## src/hdl/servo_pulse_sequencer_macros.svh

```systemverilog
// ----------------------------------------------------------------------------
// Servo pulse sequencer assertion macros
// Concurrent assertion wrappers; they expand to nothing when SYNTH is set.
// ----------------------------------------------------------------------------
`ifndef SERVO_PULSE_SEQUENCER_MACROS_SVH
`define SERVO_PULSE_SEQUENCER_MACROS_SVH

`ifndef SYNTH
// Check on every clock edge outside reset.
`define SPS_ASSERT(lbl, clk, rst_n, prop, msg) \
  lbl: assert property (@(posedge clk) disable iff (!rst_n) prop) else $error(msg);
// Check on every clock edge, reset included.
`define SPS_ASSERT_ALWAYS(lbl, clk, prop, msg) \
  lbl: assert property (@(posedge clk) prop) else $error(msg);
`else
`define SPS_ASSERT(lbl, clk, rst_n, prop, msg)
`define SPS_ASSERT_ALWAYS(lbl, clk, prop, msg)
`endif

`endif

```

## src/hdl/sps_pkg.sv

```systemverilog
// ----------------------------------------------------------------------------
// Servo pulse sequencer package
// Item types, table write request and fixed constants.
// ----------------------------------------------------------------------------
package sps_pkg;

  typedef enum logic {
    OP_ELAPSED = 1'b0,
    OP_WRITE   = 1'b1
  } sps_op_e;

  localparam int unsigned CFG_IDX_W  = 1;
  localparam int unsigned CFG_DATA_W = 16;

  localparam logic [CFG_IDX_W-1:0] REG_CHANNEL_COUNT = 1'b0;
  localparam logic [CFG_IDX_W-1:0] REG_REFRESH_TICKS = 1'b1;

  localparam logic [15:0] PULSE_BASE     = 16'd1024;
  localparam logic [15:0] MIN_GAP        = 16'd1024;
  localparam logic [15:0] REFRESH_RESET  = 16'd40000;
  localparam int unsigned POSITION_SHIFT = 4;

  typedef struct packed {
    sps_op_e     operation;
    logic [2:0]  channel;
    logic [7:0]  position;
  } sps_in_t;

  typedef struct packed {
    logic [2:0]  active_channel;
    logic        pulse_on;
    logic [15:0] interval_ticks;
  } sps_out_t;

  typedef struct packed {
    logic        en;
    logic [2:0]  addr;
    logic [7:0]  data;
  } sps_tbl_wr_t;

endpackage

```

## src/hdl/sps_pos_table.sv

```systemverilog
// ----------------------------------------------------------------------------
// Servo position table
// One position per channel, reset to the default position.
// ----------------------------------------------------------------------------
module sps_pos_table
  import sps_pkg::*;
#(
  parameter int unsigned MAX_CHANNELS     = 8,
  parameter int unsigned DEFAULT_POSITION = 128,
  localparam int unsigned SLOT_W          = $clog2(MAX_CHANNELS + 1)
) (
  input  logic              clk_i,
  input  logic              rst_ni,
  input  sps_tbl_wr_t       wr_i,
  input  logic [SLOT_W-1:0] rd_idx_i,
  output logic [7:0]        rd_pos_o
);

  logic [7:0] pos_q [MAX_CHANNELS];

  // Writes to a channel beyond the table match no entry and are dropped.
  always_ff @(posedge clk_i or negedge rst_ni) begin
    if (!rst_ni) begin
      for (int i = 0; i < MAX_CHANNELS; i++) begin
        pos_q[i] <= 8'(DEFAULT_POSITION);
      end
    end else if (wr_i.en) begin
      for (int i = 0; i < MAX_CHANNELS; i++) begin
        if (32'(wr_i.addr) == i) begin
          pos_q[i] <= wr_i.data;
        end
      end
    end
  end

  always_comb begin
    rd_pos_o = pos_q[0];
    for (int i = 0; i < MAX_CHANNELS; i++) begin
      if (32'(rd_idx_i) == i) begin
        rd_pos_o = pos_q[i];
      end
    end
  end

endmodule

```

## src/hdl/sps_frame_ctrl.sv

```systemverilog
`include "servo_pulse_sequencer_macros.svh"
// ----------------------------------------------------------------------------
// Servo frame control
// Slot counter, running pulse sum, table write request and result computation for one item.
// ----------------------------------------------------------------------------
module sps_frame_ctrl
  import sps_pkg::*;
#(
  parameter int unsigned MAX_CHANNELS = 8,
  localparam int unsigned SLOT_W      = $clog2(MAX_CHANNELS + 1)
) (
  input  logic              clk_i,
  input  logic              rst_ni,
  input  logic              step_i,
  input  sps_in_t           item_i,
  input  logic [3:0]        cnt_i,
  input  logic [15:0]       refresh_i,
  output logic [SLOT_W-1:0] rd_idx_o,
  input  logic [7:0]        rd_pos_i,
  output sps_tbl_wr_t       tbl_wr_o,
  output logic              res_valid_o,
  output sps_out_t          res_o
);

  logic [SLOT_W-1:0] slot_q, slot_d;
  logic [15:0]       elapsed_q, elapsed_d;
  logic              pulse_slot;
  logic [15:0]       width;
  logic [16:0]       sum;
  logic [16:0]       diff;
  logic [15:0]       gap;
  logic              elapsed_op;

  assign elapsed_op = (item_i.operation == OP_ELAPSED);
  assign rd_idx_o   = slot_q;

  assign tbl_wr_o.en   = step_i && (item_i.operation == OP_WRITE);
  assign tbl_wr_o.addr = item_i.channel;
  assign tbl_wr_o.data = item_i.position;

  always_comb begin
    pulse_slot = (32'(slot_q) < 32'(cnt_i)) && (32'(slot_q) < MAX_CHANNELS);
    width      = PULSE_BASE + (16'(rd_pos_i) << POSITION_SHIFT);
    sum        = {1'b0, elapsed_q} + {1'b0, width};
    diff       = {1'b0, refresh_i} - {1'b0, elapsed_q};
    gap        = (diff[16] || (diff[15:0] < MIN_GAP)) ? MIN_GAP : diff[15:0];

    slot_d    = slot_q;
    elapsed_d = elapsed_q;
    res_valid_o = step_i && elapsed_op;
    if (pulse_slot) begin
      res_o.active_channel = 3'(slot_q);
      res_o.pulse_on       = 1'b1;
      res_o.interval_ticks = width;
    end else begin
      res_o.active_channel = 3'd0;
      res_o.pulse_on       = 1'b0;
      res_o.interval_ticks = gap;
    end

    if (step_i && elapsed_op) begin
      if (pulse_slot) begin
        slot_d    = slot_q + SLOT_W'(1);
        elapsed_d = sum[16] ? 16'hFFFF : sum[15:0];
      end else begin
        slot_d    = '0;
        elapsed_d = '0;
      end
    end
  end

  always_ff @(posedge clk_i or negedge rst_ni) begin
    if (!rst_ni) begin
      slot_q    <= '0;
      elapsed_q <= '0;
    end else begin
      slot_q    <= slot_d;
      elapsed_q <= elapsed_d;
    end
  end

  `SPS_ASSERT_ALWAYS(a_slot_range, clk_i, !rst_ni || 32'(slot_q) <= MAX_CHANNELS, "slot past channel limit")
  `SPS_ASSERT(a_gap_clears, clk_i, rst_ni, step_i && elapsed_op && !pulse_slot |=> slot_q == '0 && elapsed_q == '0, "gap did not end frame")
  `SPS_ASSERT(a_sum_grows, clk_i, rst_ni, step_i && elapsed_op && pulse_slot |=> elapsed_q >= $past(elapsed_q), "frame sum shrank on a pulse")

endmodule

```

## src/hdl/servo_pulse_sequencer.sv

```systemverilog
`include "servo_pulse_sequencer_macros.svh"
// ----------------------------------------------------------------------------
// Servo pulse sequencer
// Time-multiplexed servo frame: one pulse per channel in use, then a gap.
// ----------------------------------------------------------------------------
// A result passes through the input register and then the result register to out_item_o.
// Throughput: one item per cycle unless stalled; the slot and frame sum update in a single
//   pass of the frame control logic between the input and result registers.
//   An elapsed item waits in the input register while a stalled result holds.
// Reset: asynchronous, active low; every position returns to the default,
//   slot and frame sum clear, channel_count = 0, refresh_ticks = 40000.
module servo_pulse_sequencer
  import sps_pkg::*;
#(
  parameter int unsigned MAX_CHANNELS     = 8,
  parameter int unsigned DEFAULT_POSITION = 128
) (
  input  logic                  clk_i,
  input  logic                  rst_ni,
  // configuration write port
  input  logic                  cfg_we_i,
  input  logic [CFG_IDX_W-1:0]  cfg_idx_i,
  input  logic [CFG_DATA_W-1:0] cfg_wdata_i,
  // input channel
  input  logic                  in_valid_i,
  output logic                  in_stall_o,
  input  sps_in_t               in_item_i,
  // result channel
  output logic                  out_valid_o,
  input  logic                  out_stall_i,
  output sps_out_t              out_item_o
);

  localparam int unsigned SLOT_W = $clog2(MAX_CHANNELS + 1);

  // Configuration registers.
  logic [3:0]  cnt_q;
  logic [15:0] refresh_q;

  // Input register stage.
  logic    s1_valid_q, s1_valid_d;
  sps_in_t s1_item_q, s1_item_d;

  // Result register stage.
  logic     out_valid_q, out_valid_d;
  sps_out_t out_q, out_d;

  logic              go;
  logic              res_valid;
  sps_out_t          res;
  sps_tbl_wr_t       tbl_wr;
  logic [SLOT_W-1:0] rd_idx;
  logic [7:0]        rd_pos;

  // Write the configuration registers; unused indexes are dropped.
  always_ff @(posedge clk_i or negedge rst_ni) begin
    if (!rst_ni) begin
      cnt_q     <= '0;
      refresh_q <= REFRESH_RESET;
    end else if (cfg_we_i) begin
      case (cfg_idx_i)
        REG_CHANNEL_COUNT: cnt_q     <= cfg_wdata_i[3:0];
        REG_REFRESH_TICKS: refresh_q <= cfg_wdata_i[15:0];
        default: ;
      endcase
    end
  end

  // A position write never needs the result register, so it always moves on.
  // An elapsed item moves on once the result register is free or draining.
  assign go = s1_valid_q &&
              ((s1_item_q.operation == OP_WRITE) || !out_valid_q || !out_stall_i);

  assign in_stall_o = s1_valid_q && !go;

  always_comb begin
    s1_valid_d = s1_valid_q;
    s1_item_d  = s1_item_q;
    // Refill the input register whenever it is empty or being drained.
    if (!s1_valid_q || go) begin
      s1_valid_d = in_valid_i;
      if (in_valid_i) begin
        s1_item_d = in_item_i;
      end
    end

    out_valid_d = out_valid_q;
    out_d       = out_q;
    if (res_valid) begin
      out_valid_d = 1'b1;
      out_d       = res;
    end else if (!out_stall_i) begin
      out_valid_d = 1'b0;
    end
  end

  always_ff @(posedge clk_i or negedge rst_ni) begin
    if (!rst_ni) begin
      s1_valid_q  <= 1'b0;
      out_valid_q <= 1'b0;
    end else begin
      s1_valid_q  <= s1_valid_d;
      out_valid_q <= out_valid_d;
    end
  end

  // Payload registers hold without reset.
  always_ff @(posedge clk_i) begin
    s1_item_q <= s1_item_d;
    out_q     <= out_d;
  end

  sps_pos_table #(
    .MAX_CHANNELS     (MAX_CHANNELS),
    .DEFAULT_POSITION (DEFAULT_POSITION)
  ) u_pos_table (
    .clk_i    (clk_i),
    .rst_ni   (rst_ni),
    .wr_i     (tbl_wr),
    .rd_idx_i (rd_idx),
    .rd_pos_o (rd_pos)
  );

  sps_frame_ctrl #(
    .MAX_CHANNELS (MAX_CHANNELS)
  ) u_frame_ctrl (
    .clk_i       (clk_i),
    .rst_ni      (rst_ni),
    .step_i      (go),
    .item_i      (s1_item_q),
    .cnt_i       (cnt_q),
    .refresh_i   (refresh_q),
    .rd_idx_o    (rd_idx),
    .rd_pos_i    (rd_pos),
    .tbl_wr_o    (tbl_wr),
    .res_valid_o (res_valid),
    .res_o       (res)
  );

  assign out_valid_o = out_valid_q;
  assign out_item_o  = out_q;

  `SPS_ASSERT(a_gap_floor, clk_i, rst_ni, out_valid_o && !out_item_o.pulse_on |-> out_item_o.interval_ticks >= MIN_GAP, "gap below minimum")
  `SPS_ASSERT(a_pulse_shape, clk_i, rst_ni, out_valid_o && out_item_o.pulse_on |-> out_item_o.interval_ticks >= PULSE_BASE && out_item_o.interval_ticks[3:0] == 4'h0, "malformed pulse width")
  `SPS_ASSERT(a_gap_channel, clk_i, rst_ni, out_valid_o && !out_item_o.pulse_on |-> out_item_o.active_channel == 3'd0, "gap with nonzero channel")

endmodule
```

## config.mk

```make
export PLATFORM = sky130hd
export DESIGN_NAME = servo_pulse_sequencer
export DESIGN_NICKNAME = d
export VERILOG_FILES = /design/src/hdl/sps_pkg.sv /design/src/hdl/sps_pos_table.sv /design/src/hdl/sps_frame_ctrl.sv /design/src/hdl/servo_pulse_sequencer.sv
export VERILOG_INCLUDE_DIRS = /design/src /design/src/hdl
export SDC_FILE = /design/constraint.sdc
export NUM_CORES = 1
export LEC_CHECK = 0
export BUFFER_PORTS_ARGS = -buffer_cell sky130_fd_sc_hd__buf_2
export CORE_MARGIN = 8
export CORE_UTILIZATION = 29
export DETAILED_ROUTE_END_ITERATION = 6
export GPL_TIMING_DRIVEN = 0
export SYNTH_ARGS = -nofsm -noshare
export SYNTH_HDL_FRONTEND = slang
export SYNTH_SLANG_ARGS = --single-unit
```

## constraint.sdc

```tcl
create_clock -name clk_i -period 6.3 [get_ports clk_i]
set_input_delay 0.63 -clock clk_i [delete_from_list [all_inputs] [get_ports clk_i]]
set_output_delay 0.63 -clock clk_i [all_outputs]
set_load 0.1 [all_outputs]
```

== Word level (Yosys, flattened, before mapping) ==
Cells that the tools add are included.
Operators by class
  $add $sub $neg: 4
  order comparisons: 3
  equal/unequal tests: 15
  muxes and demuxes: 14
  bitwise gates (word level): 2
  reductions and logical operators: 25
Operators with widths (number)
  8-bit two-way mux: 7
  16-bit two-way mux: 3
  2-bit AND reduction: 11
  16-bit by 16-bit adder with 17-bit output: 1
  17-bit two-way mux: 1
  16-bit by 16-bit subtractor with 17-bit output: 1
  4-bit by 3-bit equality test with 1-bit output, second input constant: 4
  16-bit by 11-bit less-than comparator with 1-bit output, second input constant: 1
  11-bit by 12-bit adder with 13-bit output, first input constant: 1
  3-bit equality test, second input constant: 4
  4-bit by 2-bit equality test with 1-bit output, second input constant: 2
  3-bit by 2-bit equality test with 1-bit output, second input constant: 2
  1-bit logical AND: 5
  4-bit by 1-bit adder with 4-bit output, second input constant: 1
  4-bit by 1-bit equality test with 1-bit output, second input constant: 1
  1-bit logical NOT: 4
  1-bit logical OR: 4
  4-bit less-than comparator: 1
  4-bit less-than comparator, second input constant: 1
  4-bit two-way mux: 1
  3-bit by 1-bit equality test with 1-bit output, second input constant: 1
  3-bit logical NOT: 1
  1-bit two-way mux: 2
  2-bit by 1-bit != test with 1-bit output, second input constant: 1
  1-bit NOT: 2
Storage, ports and cells
  register bits after elaboration: 138
  input bits: 34
  output and inout bits: 22
  logic and storage cells: 83

== Logic depth before layout (Yosys ltp) ==
Gate-level depths: netlist (run 1).
  word-level depth: 12
  gate-level depth with buffers: 18
  depth with buffers taken out: 17

== By module ==
A second synthesis (run 1) with hierarchy kept.
Second synthesis, totals
  cell total of the unflattened synthesis: 646
  area, all modules: 7458.4 um^2
By module, submodules not included
  sps_pos_table: instances 1, cells each 270, area an instance 3306.9 um^2, seq. area each 1611.5 um^2
  sps_frame_ctrl: instances 1, cells each 291, area an instance 2298.5 um^2, seq. area each 425.4 um^2
  servo_pulse_sequencer: instances 1, cells each 85, area an instance 1853.0 um^2, seq. area each 1517.7 um^2

== Worst setup path after synthesis (run 1) ==
No wires, ideal clock.
  kind: register to register
  start point: register u_frame_ctrl.slot_q[1], in the netlist u_frame_ctrl.rd_idx_o[1]
  end point: register u_frame_ctrl.elapsed_q[13]
  library setup time: 0.171 ns
  arrival time: 3.395 ns
  required time: 6.129 ns
  slack: 2.733 ns
  cell stages (with the launch flop): 19
  path buffers: 1
  period minus slack after synthesis: 3.567 ns
  cell sequence: dfrtp_1 inv_1 ha_1 nor3b_1 buf_2 mux2i_1 o21ai_0 mux2i_1 o21ai_0 a21oi_1 a21oi_1 ha_1 ha_1 nor3_1 nand3_1 a31oi_1 nor2_1 o31ai_1 a2bb2oi_1
Between the ends
  word-level cells in the longest chain between the ends: 12
  elaborated cells on any way between the ends: 21
  those cells by class: add/sub: 2; order compare: 2; eq/ne: 7; mux: 9; reduce/logical: 1
Ends and longest elaborated chain
  from (decl): RTL line sps_frame_ctrl.sv:25  | logic [SLOT_W-1:0] slot_q, slot_d;
  from (signal assigned): RTL line sps_frame_ctrl.sv:77  | slot_q <= slot_d;
  4-bit by 1-bit equality test with 1-bit output: RTL line sps_pos_table.sv:39  | if (32'(rd_idx_i) == i) begin
  8-bit two-way mux (7 in a row): RTL line sps_pos_table.sv:39
  11-bit by 12-bit adder with 13-bit output: RTL line sps_frame_ctrl.sv:43  | width = PULSE_BASE + (16'(rd_pos_i) << POSITION_SHIFT);
  16-bit by 16-bit adder with 17-bit output: RTL line sps_frame_ctrl.sv:44  | sum = {1'b0, elapsed_q} + {1'b0, width};
  16-bit two-way mux: RTL line sps_frame_ctrl.sv:64  | elapsed_d = sum[16] ? 16'hFFFF : sum[15:0];
  16-bit two-way mux *: RTL line sps_frame_ctrl.sv:62  | if (pulse_slot) begin
  to (signal assigned): RTL line sps_frame_ctrl.sv:78  | elapsed_q <= elapsed_d;
  to (decl): RTL line sps_frame_ctrl.sv:26  | logic [15:0] elapsed_q, elapsed_d;
Every way passes the cells marked *; elsewhere a longest branch is shown, timed or not.
A chain may end at the register's enable or synchronous reset.

== Worst setup path after layout (run 1) ==
  start point: register u_frame_ctrl.slot_q[0], in the netlist u_frame_ctrl.rd_idx_o[0]
  end point: register u_frame_ctrl.elapsed_q[13]
Same word-level chain as after synthesis.

==> results of run 1 <==
[how the worst max path moves through the flow]
stage	to	slack [ns]
after CTS	u_frame_ctrl.elapsed_q[13]	1.65
after global placement	u_frame_ctrl.elapsed_q[13]	1.65
final	u_frame_ctrl.elapsed_q[13]	1.69
after detailed placement	u_frame_ctrl.elapsed_q[13]	1.68
after floorplan	u_frame_ctrl.elapsed_q[13]	2.73
after global routing	u_frame_ctrl.elapsed_q[12]	1.27
[registers in the layout (all words and copies together), names as in the netlist]
register / cells
u_frame_ctrl.rd_idx_o: 4
u_frame_ctrl.elapsed_q: 13
out_valid_o: 1
s1_item_q: 12
s1_valid_q: 1
refresh_q: 16
u_pos_table.pos_q: 64
out_item_o: 20
cnt_q: 4
[power by group through the flow]
stage | Clock (W) | Sequential, W | Combinational [W]
floorplan | 0 | 0.00149 | 0.00160
global placement | 0 | 0.00128 | 0.00228
detailed placement | 0 | 0.00129 | 0.00230
CTS | 0.000987 | 0.00128 | 0.00231
global route | 0.00102 | 0.00131 | 0.00256
finish | 0.000963 | 0.00128 | 0.00232
[cells by family after synthesis]
kind of cell	share of synthesized area (%)
AOI/OAI and AO/OA	15.3
and+or+nand+nor	10.7
DFF	48.9
muxes	13.8
buffers and inverters	3.08
adders and majority gates	6.41
xor gates and xnor gates	1.81
[layer usage]
metal  GRT usage [%]  vias to the layer above  share of wire, %
met2            17.7                      113                46
li1                -                     2507                 -
met5               0                        -                 0
met3            3.45                       17               5.4
met1            15.3                     2503                47
met4            3.74                        0               1.3
[cell type report]
| type | instances | area share (%) |
|---|---|---|
| Clock inverter | 10 | 1.20 |
| Clock buffer | 21 | 5.40 |
| Multi-Input combinational cell | 449 | 40.8 |
| Inverter | 35 | 1.54 |
| Tap cell | 330 | 4.83 |
| Buffer | 19 | 1.10 |
| Timing Repair Buffer | 56 | 3.57 |
| Sequential cell | 135 | 41.5 |
[cells in the mapped netlist, types with 8 or more instances]
library cell   n
o22ai_1       10
inv_1         33
ha_1          34
o211ai_1      14
clkbuf_1      12
mux2_2        81
xnor2_1       11
dfstp_2       13
o21ai_0       33
nor2b_1       11
nand3_1       15
nand2b_1       8
nand2_1       45
mux2i_1        9
a21oi_1       34
nor2_1        29
nor3_1        14
edfxtp_1      32
dfrtp_1       90
[stage by stage]
step	area [sq um]	hold slack, ns	setup slack [ns]	utilization [%]	total power [W]
after global routing	8560	0.267	1.27	34.4	0.00490
after floorplan	7270	0.334	2.73	-	0.00309
after global placement	7960	0.480	1.65	32.0	0.00356
after detailed placement	7990	0.487	1.68	32.1	0.00359
after CTS	8550	0.236	1.65	34.4	0.00458
final	8560	0.222	1.69	34.4	0.00456
==> results.md, run 1 <==
* DIE HEIGHT at around 170 microns
* Seq/Total Area, Yosys at between 40% and 50%
* Vias per Instance at roughly 4.9
* CTS tree: done
* Crit path arrival time at 4.96 ns
* Slew Limit Fails at 0
* IO Count at 56
* CP Launch Type: register
* Flop pwr share at approximately 28%
* Critical path type: register to register
* Mean Syn Cell Area at around 11 sq um
* Syn_nets at between 700 and 800
* Synth Warn # at 0
* Vias in the first global route at 5312
* Initial Util at between 20 and 30%
* Drt first pass iters at 4
* Global route total overflow at 0
* Later-pin clock latency in the skew report at between 0.4 and 0.5 ns
* MaxCap Viol Count at 0
* Slew headroom at roughly 17%
* Worst path depth at 18
* Die ar. at between 30000 and 40000 sq um
* Core region area at roughly 25000 sq um
* Switch share at a little over two fifths
* Multi-input logic area at 3490 sq um
* P_leak at ~3.5 nW
* Leading post-synthesis cells by cell area: dfrtp_1 31%, edfxtp_1 13%, mux2_2 13%
* Tot GR Track Use at 11.5%
* Synthesis-to-layout area growth at 17.7%
* Detailed Place HPWL at 12.4 mm
* RR Startpoint: u_frame_ctrl.rd_idx_o[0]
* Reg area at 3550 sq um
* Worst path top cell family by delay: simple AND/OR/NAND/NOR gates
* Post-synth top area share at between 30% and 40%
* Crit end category: register
* Status: finished, final reports clean
* RSZ-0062 raised after global routing: no
* WL per Instance at around 16 microns
* Setup repair bufs after CTS at 0
* Most common cell after layout, fill and taps aside: dfrtp_1
* Final Setup Violations at 0
* Inserted Diodes at 0
* Final wirelength at approximately 17 mm
* Synth Instances at about 640
* H-tree depth at 4
* Fmax achieved at 217 MHz
* Flop2flop setup slack at about 1.7 ns
* Primary FF master, synth: dfrtp_1
* Synth cell types at 66
* Die width at 174 microns
* Reg2reg path depth at 18
* Root Driver: clkbuf_16
* Hold WC Path Type: input port to asynchronous set/reset pin
* Largest net degree at the start of global routing at 60
* IO Port Bufs at between 50 and 60
* Critical path buffers and inverters at 3
* Seq cells post-synth at 135
* FF-to-FF End: u_frame_ctrl.elapsed_q[13]
* Worst slew pin tran at 1.24 ns
* Finished Layout Cells at about 1100
* Layout cells sized above 1 at between 20% and 30%
* Clock group share of total power at approximately a fifth
* Largest vdd supply drop at approximately 0.00023 V
* Nets at roughly 780
* FILL cells at about 2500
* Site Rows at 58
* First-pass GRT wire length at 27.9 mm
* Worst path most repeated cell: ha_1
* Critical path launch point: u_frame_ctrl.rd_idx_o[0]
* Most area-hungry cell type in the Yosys netlist: dfrtp_1
* Worst path cell trace: inv_2 > ha_1 > nor3b_2 > clkbuf_1 > nand2_1 > o211ai_1 > a21oi_1 > o22ai_1 > ha_1 > inv_1 > fa_1 > nor2b_1 > o2111ai_1 > nand3_1 > a31oi_1 > nor2_1 > o31ai_1 > a2bb2oi_1
* Setup TNS Final at 0 ns
* Min Tclk post-route at 4.61 ns
* Worst Skew at 0.00839 ns
* Count of final hold-check violations at 0
* CP Max Fanout at 10
* Psw at 0.00192 W
* Antenna violations before repair at 0
* Clock Pin Slew Worst Setup and Hold Paths at 0.06 ns
* CP max stage delay at around 0.61 ns
* Cell Pwr Density at about 530 nW/um^2
* Dpl cells at between 1000 and 1500
* Internal Power at approximately 0.0026 W
* Combinational Power Share at 50.9%
* Routability cong. at 0.826
* Max stage delay cell, worst path: nor2_1
* Clock Sinks at 135
* Post-CTS sizing at 0
* EDFF count, synth at 32
* Cts hold-fix bufs at 0
* Tcrit/Tclk final at between 70% and 80%
* Antenna viol nets, final at 0
* Num CTS Buffers at 17
* Max Buffers Root-to-Sink at 2
* Post-Syn Area at ~7300 sq um
* Residual DRC at 0
* Most frequent cells in the layout: 90 x dfrtp_1, 81 x mux2_2, 59 x buf_2
* Req. time, crit path at around 6.7 ns
* DRT iter0 DRCs at 233
* Post-synth ARST share at around 76%
* Via count at 5140
No activity file was read; power rests on OpenSTA's default activity.
==> run 2: changes to the inputs <==
--- a/config.mk
+++ b/config.mk
@@ -6,6 +6,7 @@
 export SDC_FILE = /design/constraint.sdc
 export NUM_CORES = 1
 export LEC_CHECK = 0
+export ABC_AREA = 1
 export BUFFER_PORTS_ARGS = -buffer_cell sky130_fd_sc_hd__buf_2
 export CORE_MARGIN = 8
 export CORE_UTILIZATION = 29
==> constraint.sdc (replaced) <==
create_clock -name clk_i -period 4.15 [get_ports clk_i]
set_input_delay 0.415 -clock clk_i [delete_from_list [all_inputs] [get_ports clk_i]]
set_output_delay 0.415 -clock clk_i [all_outputs]
set_load 0.1 [all_outputs]
==> run 2 against run 1 <==
- the run now ends with hold timing left
- final area is 2.4% higher
- sequential share of layout area is 0.96 points lower
- hold slack worse by 0.22 ns
- largest cell class unchanged
==> results.md, run 2 <==
* Flop2flop setup slack at 0.44 ns (was 1.69 ns)
* Die width at 176 microns (was 174 microns)
* EDFF count, synth at 32 (unchanged)
* Crit end category: register (unchanged)
* P_leak at 4.38 nW (was 3.51 nW)
* Reg2reg path depth at 22 (was 18)
* Seq cells post-synth at 135 (unchanged)
* Antenna viol nets, final at 0 (unchanged)
* IO Count at 56 (unchanged)
* Critical path buffers and inverters at 6 (was 3)
* Mean Syn Cell Area at 8.19 sq um (was 11.4 sq um)
* Die ar. at 30900 sq um (was 30400 sq um)
* Tot GR Track Use at 11.8% (was 11.5%)
* Initial Util at 29.5% (was 29.2%)
* Fin util at 34.9% (was 34.4%)
* Leading post-synthesis cells by cell area: dfrtp_1 30%, nand2_1 14%, edfxtp_1 13% (was dfrtp_1 31%, edfxtp_1 13%, mux2_2 13%)
* Largest register FFs at 64 (unchanged)
* Tcrit/Tclk final at 89.3% (was 73.2%)
* Detailed Place HPWL at 13.4 mm (was 12.4 mm)
* Worst slew pin tran at 0.764 ns (was 1.24 ns)
* Fmax achieved at 270 MHz (was 217 MHz)
* CTS tree: done (unchanged)
* Cell Pwr Density at 786 nW/um^2 (was 533 nW/um^2)
* Synth cell types at 39 (was 66)
* Post-Syn Area at 7410 sq um (was 7270 sq um)
* CP Max Fanout at 10 (unchanged)
* Worst path cell trace: inv_1 > ha_1 > inv_1 > nor2_1 > inv_1 > buf_2 > nand3_1 > nand2_1 > a21boi_1 > ha_1 > inv_1 > fa_1 > nand3b_1 > nand2_1 > nand4_1 > o211ai_1 > nand2_1 > nand2_2 > nand2_4 > inv_1 > nand2_1 > a21boi_0 (was inv_2 > ha_1 > nor3b_2 > clkbuf_1 > nand2_1 > o211ai_1 > a21oi_1 > o22ai_1 > ha_1 > inv_1 > fa_1 > nor2b_1 > o2111ai_1 > nand3_1 > a31oi_1 > nor2_1 > o31ai_1 > a2bb2oi_1)
* Clock Pin Slew Worst Setup and Hold Paths at 0.06 ns (about the same)
* Slew Limit Fails at 0 (unchanged)
* Largest vdd supply drop at 0.000312 V (was 0.000230 V)
* Worst path depth at 22 (was 18)
* WL per Instance at 13.5 microns (was 15.9 microns)
* Syn_nets at 975 (was 708)
* Worst path most repeated cell: inv_1 (was ha_1)
* Global route total overflow at 0 (unchanged)
* Hold WC Path Type: input port to asynchronous set/reset pin (unchanged)
* Inserted Diodes at 0 (unchanged)
* DIE HEIGHT at 176 microns (was 174 microns)
* Crit path arrival time at 4.04 ns (was 4.96 ns)
* Largest net degree at the start of global routing at 61 (was 60)
* Worst Skew at 0.0102 ns (was 0.00839 ns)
* Routability cong. at 0.880 (was 0.826)
* Final wirelength at 17.8 mm (was 16.8 mm)
* RR Startpoint: u_frame_ctrl.rd_idx_o[1] (was u_frame_ctrl.rd_idx_o[0])
* Top cells by count, synth: 282 x nand2_1, 119 x inv_1, 95 x o21ai_0 (was 90 x dfrtp_1, 81 x mux2_2, 45 x nand2_1)
* H-tree depth at 4 (unchanged)
* Critical path type: register to register (unchanged)
* Count of final hold-check violations at 5 (was 0)
* Synth Instances at 905 (was 638)
* Seq/Total Area, Yosys at 48.0% (was 48.9%)
* Req. time, crit path at 4.49 ns (was 6.65 ns)
* DRT iter0 DRCs at 438 (was 233)
* Synthesis-to-layout area growth at 18.2% (was 17.7%)
* MaxCap Viol Count at 0 (unchanged)
* Most frequent cell after synthesis: nand2_1 (was dfrtp_1)
* Via count at 5858 (was 5140)
* CP max stage delay at 0.42 ns (was 0.61 ns)
* Crit path to: u_frame_ctrl.elapsed_q[2] (was u_frame_ctrl.elapsed_q[13])
* RSZ-0062 raised after global routing: no (unchanged)
* Vias per Instance at 4.43 (was 4.87)
* IO Port Bufs at 55 (unchanged)
* Min Tclk post-route at 3.71 ns (was 4.61 ns)
* Num CTS Buffers at 17 (unchanged)
* Finished Layout Cells at 1323 (was 1055)
* Nets at 1050 (was 783)
* Slew headroom at 49.0% (was 17.4%)
* Most common cell after layout, fill and taps aside: nand2_1 (was dfrtp_1)
* Violated checks: hold timing
* Drt first pass iters at 5 (was 4)
* Site Rows at 58 (unchanged)
* Post-synth ARST share at 76.3% (unchanged)
* Root Driver: clkbuf_16 (unchanged)
* Hold_ws at -0.00210 ns (was 0.222 ns)
* Synth Warn # at 0 (unchanged)
* Dpl cells at 1291 (was 1024)
* Residual DRC at 0 (unchanged)
* Most area-hungry cell type in the Yosys netlist: dfrtp_1 (unchanged)
* Post-synth top area share at 30.4% (was 31.0%)
* Critical path launch point: u_frame_ctrl.rd_idx_o[1] (was u_frame_ctrl.rd_idx_o[0])
* Status: finished with violations (was finished, final reports clean)
* Setup repair bufs after CTS at 0 (unchanged)
* Core region area at 25100 sq um (was 24900 sq um)
* Antenna violations before repair at 0 (unchanged)
* Biggest register: u_pos_table.pos_q (unchanged)
* Most frequent cells in the layout: 281 x nand2_1, 115 x inv_1, 95 x o21ai_0 (was 90 x dfrtp_1, 81 x mux2_2, 59 x buf_2)
* FF-to-FF End: u_frame_ctrl.elapsed_q[2] (was u_frame_ctrl.elapsed_q[13])
* Worst path top cell family by delay: simple AND/OR/NAND/NOR gates (unchanged)
* Setup TNS Final at 0 ns (unchanged)
* CP Launch Type: register (unchanged)
* Max Buffers Root-to-Sink at 2 (unchanged)
* Vias in the first global route at 5733 (was 5312)
* First-pass GRT wire length at 29.2 mm (was 27.9 mm)
* Primary FF master, synth: dfrtp_1 (unchanged)
* Clock Sinks at 135 (unchanged)
* Final Setup Violations at 0 (unchanged)
* Max stage delay cell, worst path: dfrtp_1 (was nor2_1)
* Later-pin clock latency in the skew report at 0.42 ns (was 0.43 ns)
* Layout cells sized above 1 at 15.7% (was 28.1%)
run 2: cells by family (layout without fill, tap and decap cells):
kind of cell               Yosys count  after routing  synth area share, %
xor gates and xnor gates            16             16                 1.89
adders and majority gates           36             36                 6.28
AOI/OAI and AO/OA                  140            140                 10.5
DFF                                135            135                 48.0
buffers and inverters              136            224                 7.06
and+or+nand+nor                    430            430                 24.5
muxes                               12             12                 1.82
run 2: final cells by class:
class	count	area (sq um)
Buffer	17	78.8
Timing Repair Buffer	56	305
Fill cell	2683	16400
Clock buffer	22	474
Sequential cell	135	3550
Clock inverter	10	141
Multi-Input combinational cell	634	3340
Tap cell	330	413
Inverter	119	449
run 2: repair_timing:
action	CTS	global route
endpoints found under the setup margin	0	13
gates resized for setup	0	10
hold buffers	0	0
run 2: stage by stage:
stage	setup slack, ns	instance area (sq um)	hold WS, ns	power [W]
floorplan	0.958	7410	0.119	0.00453
global placement	0.232	8100	0.458	0.00525
detailed placement	0.211	8130	0.465	0.00530
CTS	0.169	8750	0.0188	0.00691
global route	0.0375	8760	0.0367	0.00747
finish	0.445	8760	-0.00210	0.00689
run 2: worst min-delay path by stage:
stage / endpoint / depth (start not counted)
2_1_floorplan: cnt_q[0] / 0
3_5_place_dp: u_pos_table.pos_q[45] / 1
6_report: u_pos_table.pos_q[45] / 1
5_1_grt: u_pos_table.pos_q[45] / 1
3_3_place_gp: u_pos_table.pos_q[38] / 2
4_1_cts: u_pos_table.pos_q[45] / 1
run 2: per-layer routing:
layer	GRT usage (%)	share of wire, %	vias to the layer above
li1	-	-	3055
met1	16.3	50	2672
met2	18.1	45	114
met3	2.88	4.5	17
met4	3.21	1.0	0
met5	0	0	-
run 2: power breakdown:
group | leakage, nW | internal (W) | switching, W | total [W]
clock network | 0.306 | 0.000998 | 0.000584 | 0.00158
registers | 1.58 | 0.00173 | 0.000172 | 0.00190
logic | 2.49 | 0.00114 | 0.00226 | 0.00340
==> run 3: changes to the inputs <==
--- a/config.mk
+++ b/config.mk
@@ -6,7 +6,6 @@
 export SDC_FILE = /design/constraint.sdc
 export NUM_CORES = 1
 export LEC_CHECK = 0
-export ABC_AREA = 1
 export BUFFER_PORTS_ARGS = -buffer_cell sky130_fd_sc_hd__buf_2
 export CORE_MARGIN = 8
 export CORE_UTILIZATION = 29
==> constraint.sdc (replaced) <==
create_clock -name clk_i -period 3.7 [get_ports clk_i]
set_input_delay 0.37 -clock clk_i [delete_from_list [all_inputs] [get_ports clk_i]]
set_output_delay 0.37 -clock clk_i [all_outputs]
set_load 0.1 [all_outputs]
==> run 3 against run 2 <==
- the flow now finishes without violations
- sequential power increased by 16%
- non-clock buffer count increased by 12
- count of clock-buffer cells in the layout is 1 lower
- first-iteration DRC count decreased by 50%
- die area shrank 1.8%
- core utilization up 1.0 points
- critical path depth decreased by 3
- critical endpoint is now u_frame_ctrl.elapsed_q[14]
==> results.md, run 3 (same netlist as run 1, synthesis figures left out) <==
* Slew Limit Fails at 0 (unchanged)
* Count of final hold-check violations at 0 (was 5)
* Min Tclk post-route at 3.59 ns (was 3.71 ns)
* Final Setup Violations at 0 (unchanged)
* Max Buffers Root-to-Sink at 2 (unchanged)
* DP Worst Slack at -0.918 ns (was 0.211 ns)
* Drt first pass iters at 5 (unchanged)
* Root Driver: clkbuf_16 (unchanged)
* Met3 wire length at 898 microns (was 802 microns)
* Site Rows at 58 (unchanged)
* First-pass GRT wire length at 28.2 mm (was 29.2 mm)
* Most common cell after layout, fill and taps aside: dfrtp_1 (was nand2_1)
* DIE HEIGHT at 174 microns (was 176 microns)
* Largest register FFs at 64 (unchanged)
* IO Count at 56 (unchanged)
* Crit path arrival time at 3.88 ns (was 4.04 ns)
* Die width at 174 microns (was 176 microns)
* Routability cong. at 0.826 (was 0.880)
* Max stage delay cell, worst path: dfrtp_2 (was dfrtp_1)
* Biggest register: u_pos_table.pos_q (unchanged)
* Nets at 794 (was 1050)
* Hold WC Path Type: input port to register (was input port to asynchronous set/reset pin)
* P_leak at 3.62 nW (was 4.38 nW)
* Met2 WL at 8.02 mm (was 7.95 mm)
* Inserted Diodes at 0 (unchanged)
* Largest vdd supply drop at 0.000406 V (was 0.000312 V)
* Num CTS Buffers at 17 (unchanged)
* WL met1 at 8.14 mm (was 8.87 mm)
* Detailed Place HPWL at 12.4 mm (was 13.4 mm)
* Worst slew pin tran at 1.23 ns (was 0.764 ns)
* Via count at 5214 (was 5858)
* Global route total overflow at 0 (unchanged)
* Residual DRC at 0 (unchanged)
* Most frequent cells in the layout: 88 x dfrtp_1, 81 x mux2_2, 58 x buf_2 (was 281 x nand2_1, 115 x inv_1, 95 x o21ai_0)
* Die ar. at 30400 sq um (was 30900 sq um)
* Critical path type: register to register (unchanged)
* IO Port Bufs at 55 (unchanged)
* CP max stage delay at 0.44 ns (was 0.42 ns)
* Synthesis-to-layout area growth at 23.1% (was 18.2%)
* Final WS setup at 0.106 ns (was 0.445 ns)
* Core region area at 24900 sq um (was 25100 sq um)
* MaxCap Viol Count at 0 (unchanged)
* Status: finished, final reports clean (was finished with violations)
* Layout cells sized above 1 at 35.1% (was 15.7%)
* DRT iter0 DRCs at 218 (was 438)
* Antenna viol nets, final at 0 (unchanged)
* Worst Skew at 0.00709 ns (was 0.0102 ns)
* CTS tree: done (unchanged)
* RSZ-0062 raised after global routing: yes (was no)
* Antenna violations before repair at 0 (unchanged)
* Setup TNS Final at 0 ns (unchanged)
* Worst path cell trace: inv_4 > ha_4 > nor3b_4 > buf_6 > buf_6 > mux2i_1 > o211ai_1 > a21oi_2 > o22ai_2 > ha_2 > inv_2 > fa_2 > nor2b_4 > o2111ai_2 > nand3_2 > a31oi_4 > buf_6 > o31ai_2 > a21oi_1 (was inv_1 > ha_1 > inv_1 > nor2_1 > inv_1 > buf_2 > nand3_1 > nand2_1 > a21boi_1 > ha_1 > inv_1 > fa_1 > nand3b_1 > nand2_1 > nand4_1 > o211ai_1 > nand2_1 > nand2_2 > nand2_4 > inv_1 > nand2_1 > a21boi_0)
* Multi-input logic area at 3750 sq um (was 3340 sq um)
* Reg area at 3560 sq um (was 3550 sq um)
* Worst path most repeated cell: buf_6 (was inv_1)
* Tot GR Track Use at 11.6% (was 11.8%)
* H-tree depth at 4 (unchanged)
* Crit end category: register (unchanged)
* Clock Sinks at 135 (unchanged)
* Slew headroom at 17.6% (was 49.0%)
* Tcrit/Tclk final at 97.1% (was 89.3%)
* Cell Pwr Density at 949 nW/um^2 (was 786 nW/um^2)
* CP Max Fanout at 5 (was 10)
* Req. time, crit path at 3.98 ns (was 4.49 ns)
* Vias per Instance at 4.89 (was 4.43)
* Initial Util at 29.2% (was 29.5%)
* Clock Pin Slew Worst Setup and Hold Paths at 0.06 ns (about the same)
* Final wirelength at 17.3 mm (was 17.8 mm)
* FILL cells at 2446 (was 2683)
* Vias in the first global route at 5357 (was 5733)
* Largest net degree at the start of global routing at 60 (was 61)
* Highest metal used: met4 (unchanged)
* Later-pin clock latency in the skew report at 0.43 ns (was 0.42 ns)
* WL per Instance at 16.2 microns (was 13.5 microns)
* Fmax achieved at 278 MHz (was 270 MHz)
* CP Launch Type: register (unchanged)
==> run 3: critical path, delay by kind of cell (launching register included) <==
| family | cells | cell delay [ns] |
|---|---|---|
| AO/OA/AOI/OAI | 7 | 1.13 |
| AND/OR/NAND/NOR | 3 | 0.50 |
| multiplexers | 1 | 0.07 |
| buffers and inverters | 5 | 0.52 |
| flip-flops | 1 | 0.44 |
| adder cells (fa/ha/maj) | 3 | 0.76 |
==> run 3: area by class of cell <==
cell class,count,share of cell area [%]
flip-flops and latches,135,39.8
clock inverters,10,1.15
well taps,330,4.62
plain buffers,17,1.12
repair buffers,68,4.72
inverters,35,1.53
multi-input cells,450,41.9
clock buffers,21,5.16
==> run 3: final timing paths <==
kind	startpoint	to	slack, ns	cells past startpoint
setup / recovery	u_frame_ctrl.rd_idx_o[1]	u_frame_ctrl.elapsed_q[14]	0.11	19
hold reg to reg	u_pos_table.pos_q[36]	u_pos_table.pos_q[36]	0.50	1
max in group asynchronous	rst_ni	refresh_q[6]	2.41	3
setup reg to reg	u_frame_ctrl.rd_idx_o[1]	u_frame_ctrl.elapsed_q[14]	0.11	19
hold / removal	in_item_i[9]	s1_item_q[9]	0.11	1
min in group asynchronous	rst_ni	u_pos_table.pos_q[54]	0.50	2
==> run 3: per-stage QoR <==
stage                     hold slack [ns]  utilization [%]  power [W]  cells  cell area, sq um
final                               0.115             35.9    0.00849   1066              8940
after CTS                          0.0994             35.0    0.00804   1061              8710
after detailed placement            0.431             32.1    0.00612   1024              7990
after global routing               0.0945             35.9    0.00908   1066              8940
after floorplan                    0.0744                -    0.00527    638              7270
after global placement              0.480             32.0    0.00606   1023              7960
==> run 3: routing by layer <==
| metal | track usage [%] | vias to the layer above |
|---|---|---|
| met3 | 3.45 | 15 |
| met2 | 18.1 | 121 |
| met4 | 3.60 | 0 |
| met5 | 0 | - |
| met1 | 15.3 | 2553 |
| li1 | - | 2525 |
==> run 3: repair_timing <==
| item | CTS | global route |
|---|---|---|
| hold endpoints to repair | 38 | 0 |
| pin swaps | 3 | 22 |
| setup buffers | 6 | 5 |
| resized for setup | 23 | 49 |
| hold buffers | 1 | 0 |
| endpoints found under the setup margin | 13 | 13 |
| gates cloned | 0 | 1 |
==> run 3: power by group <==
part | switching (W) | total (W) | leakage [nW] | internal, W
clock | 0.000622 | 0.00164 | 0.264 | 0.00102
sequential | 0.000223 | 0.00220 | 1.55 | 0.00197
combinational | 0.00272 | 0.00466 | 1.81 | 0.00194
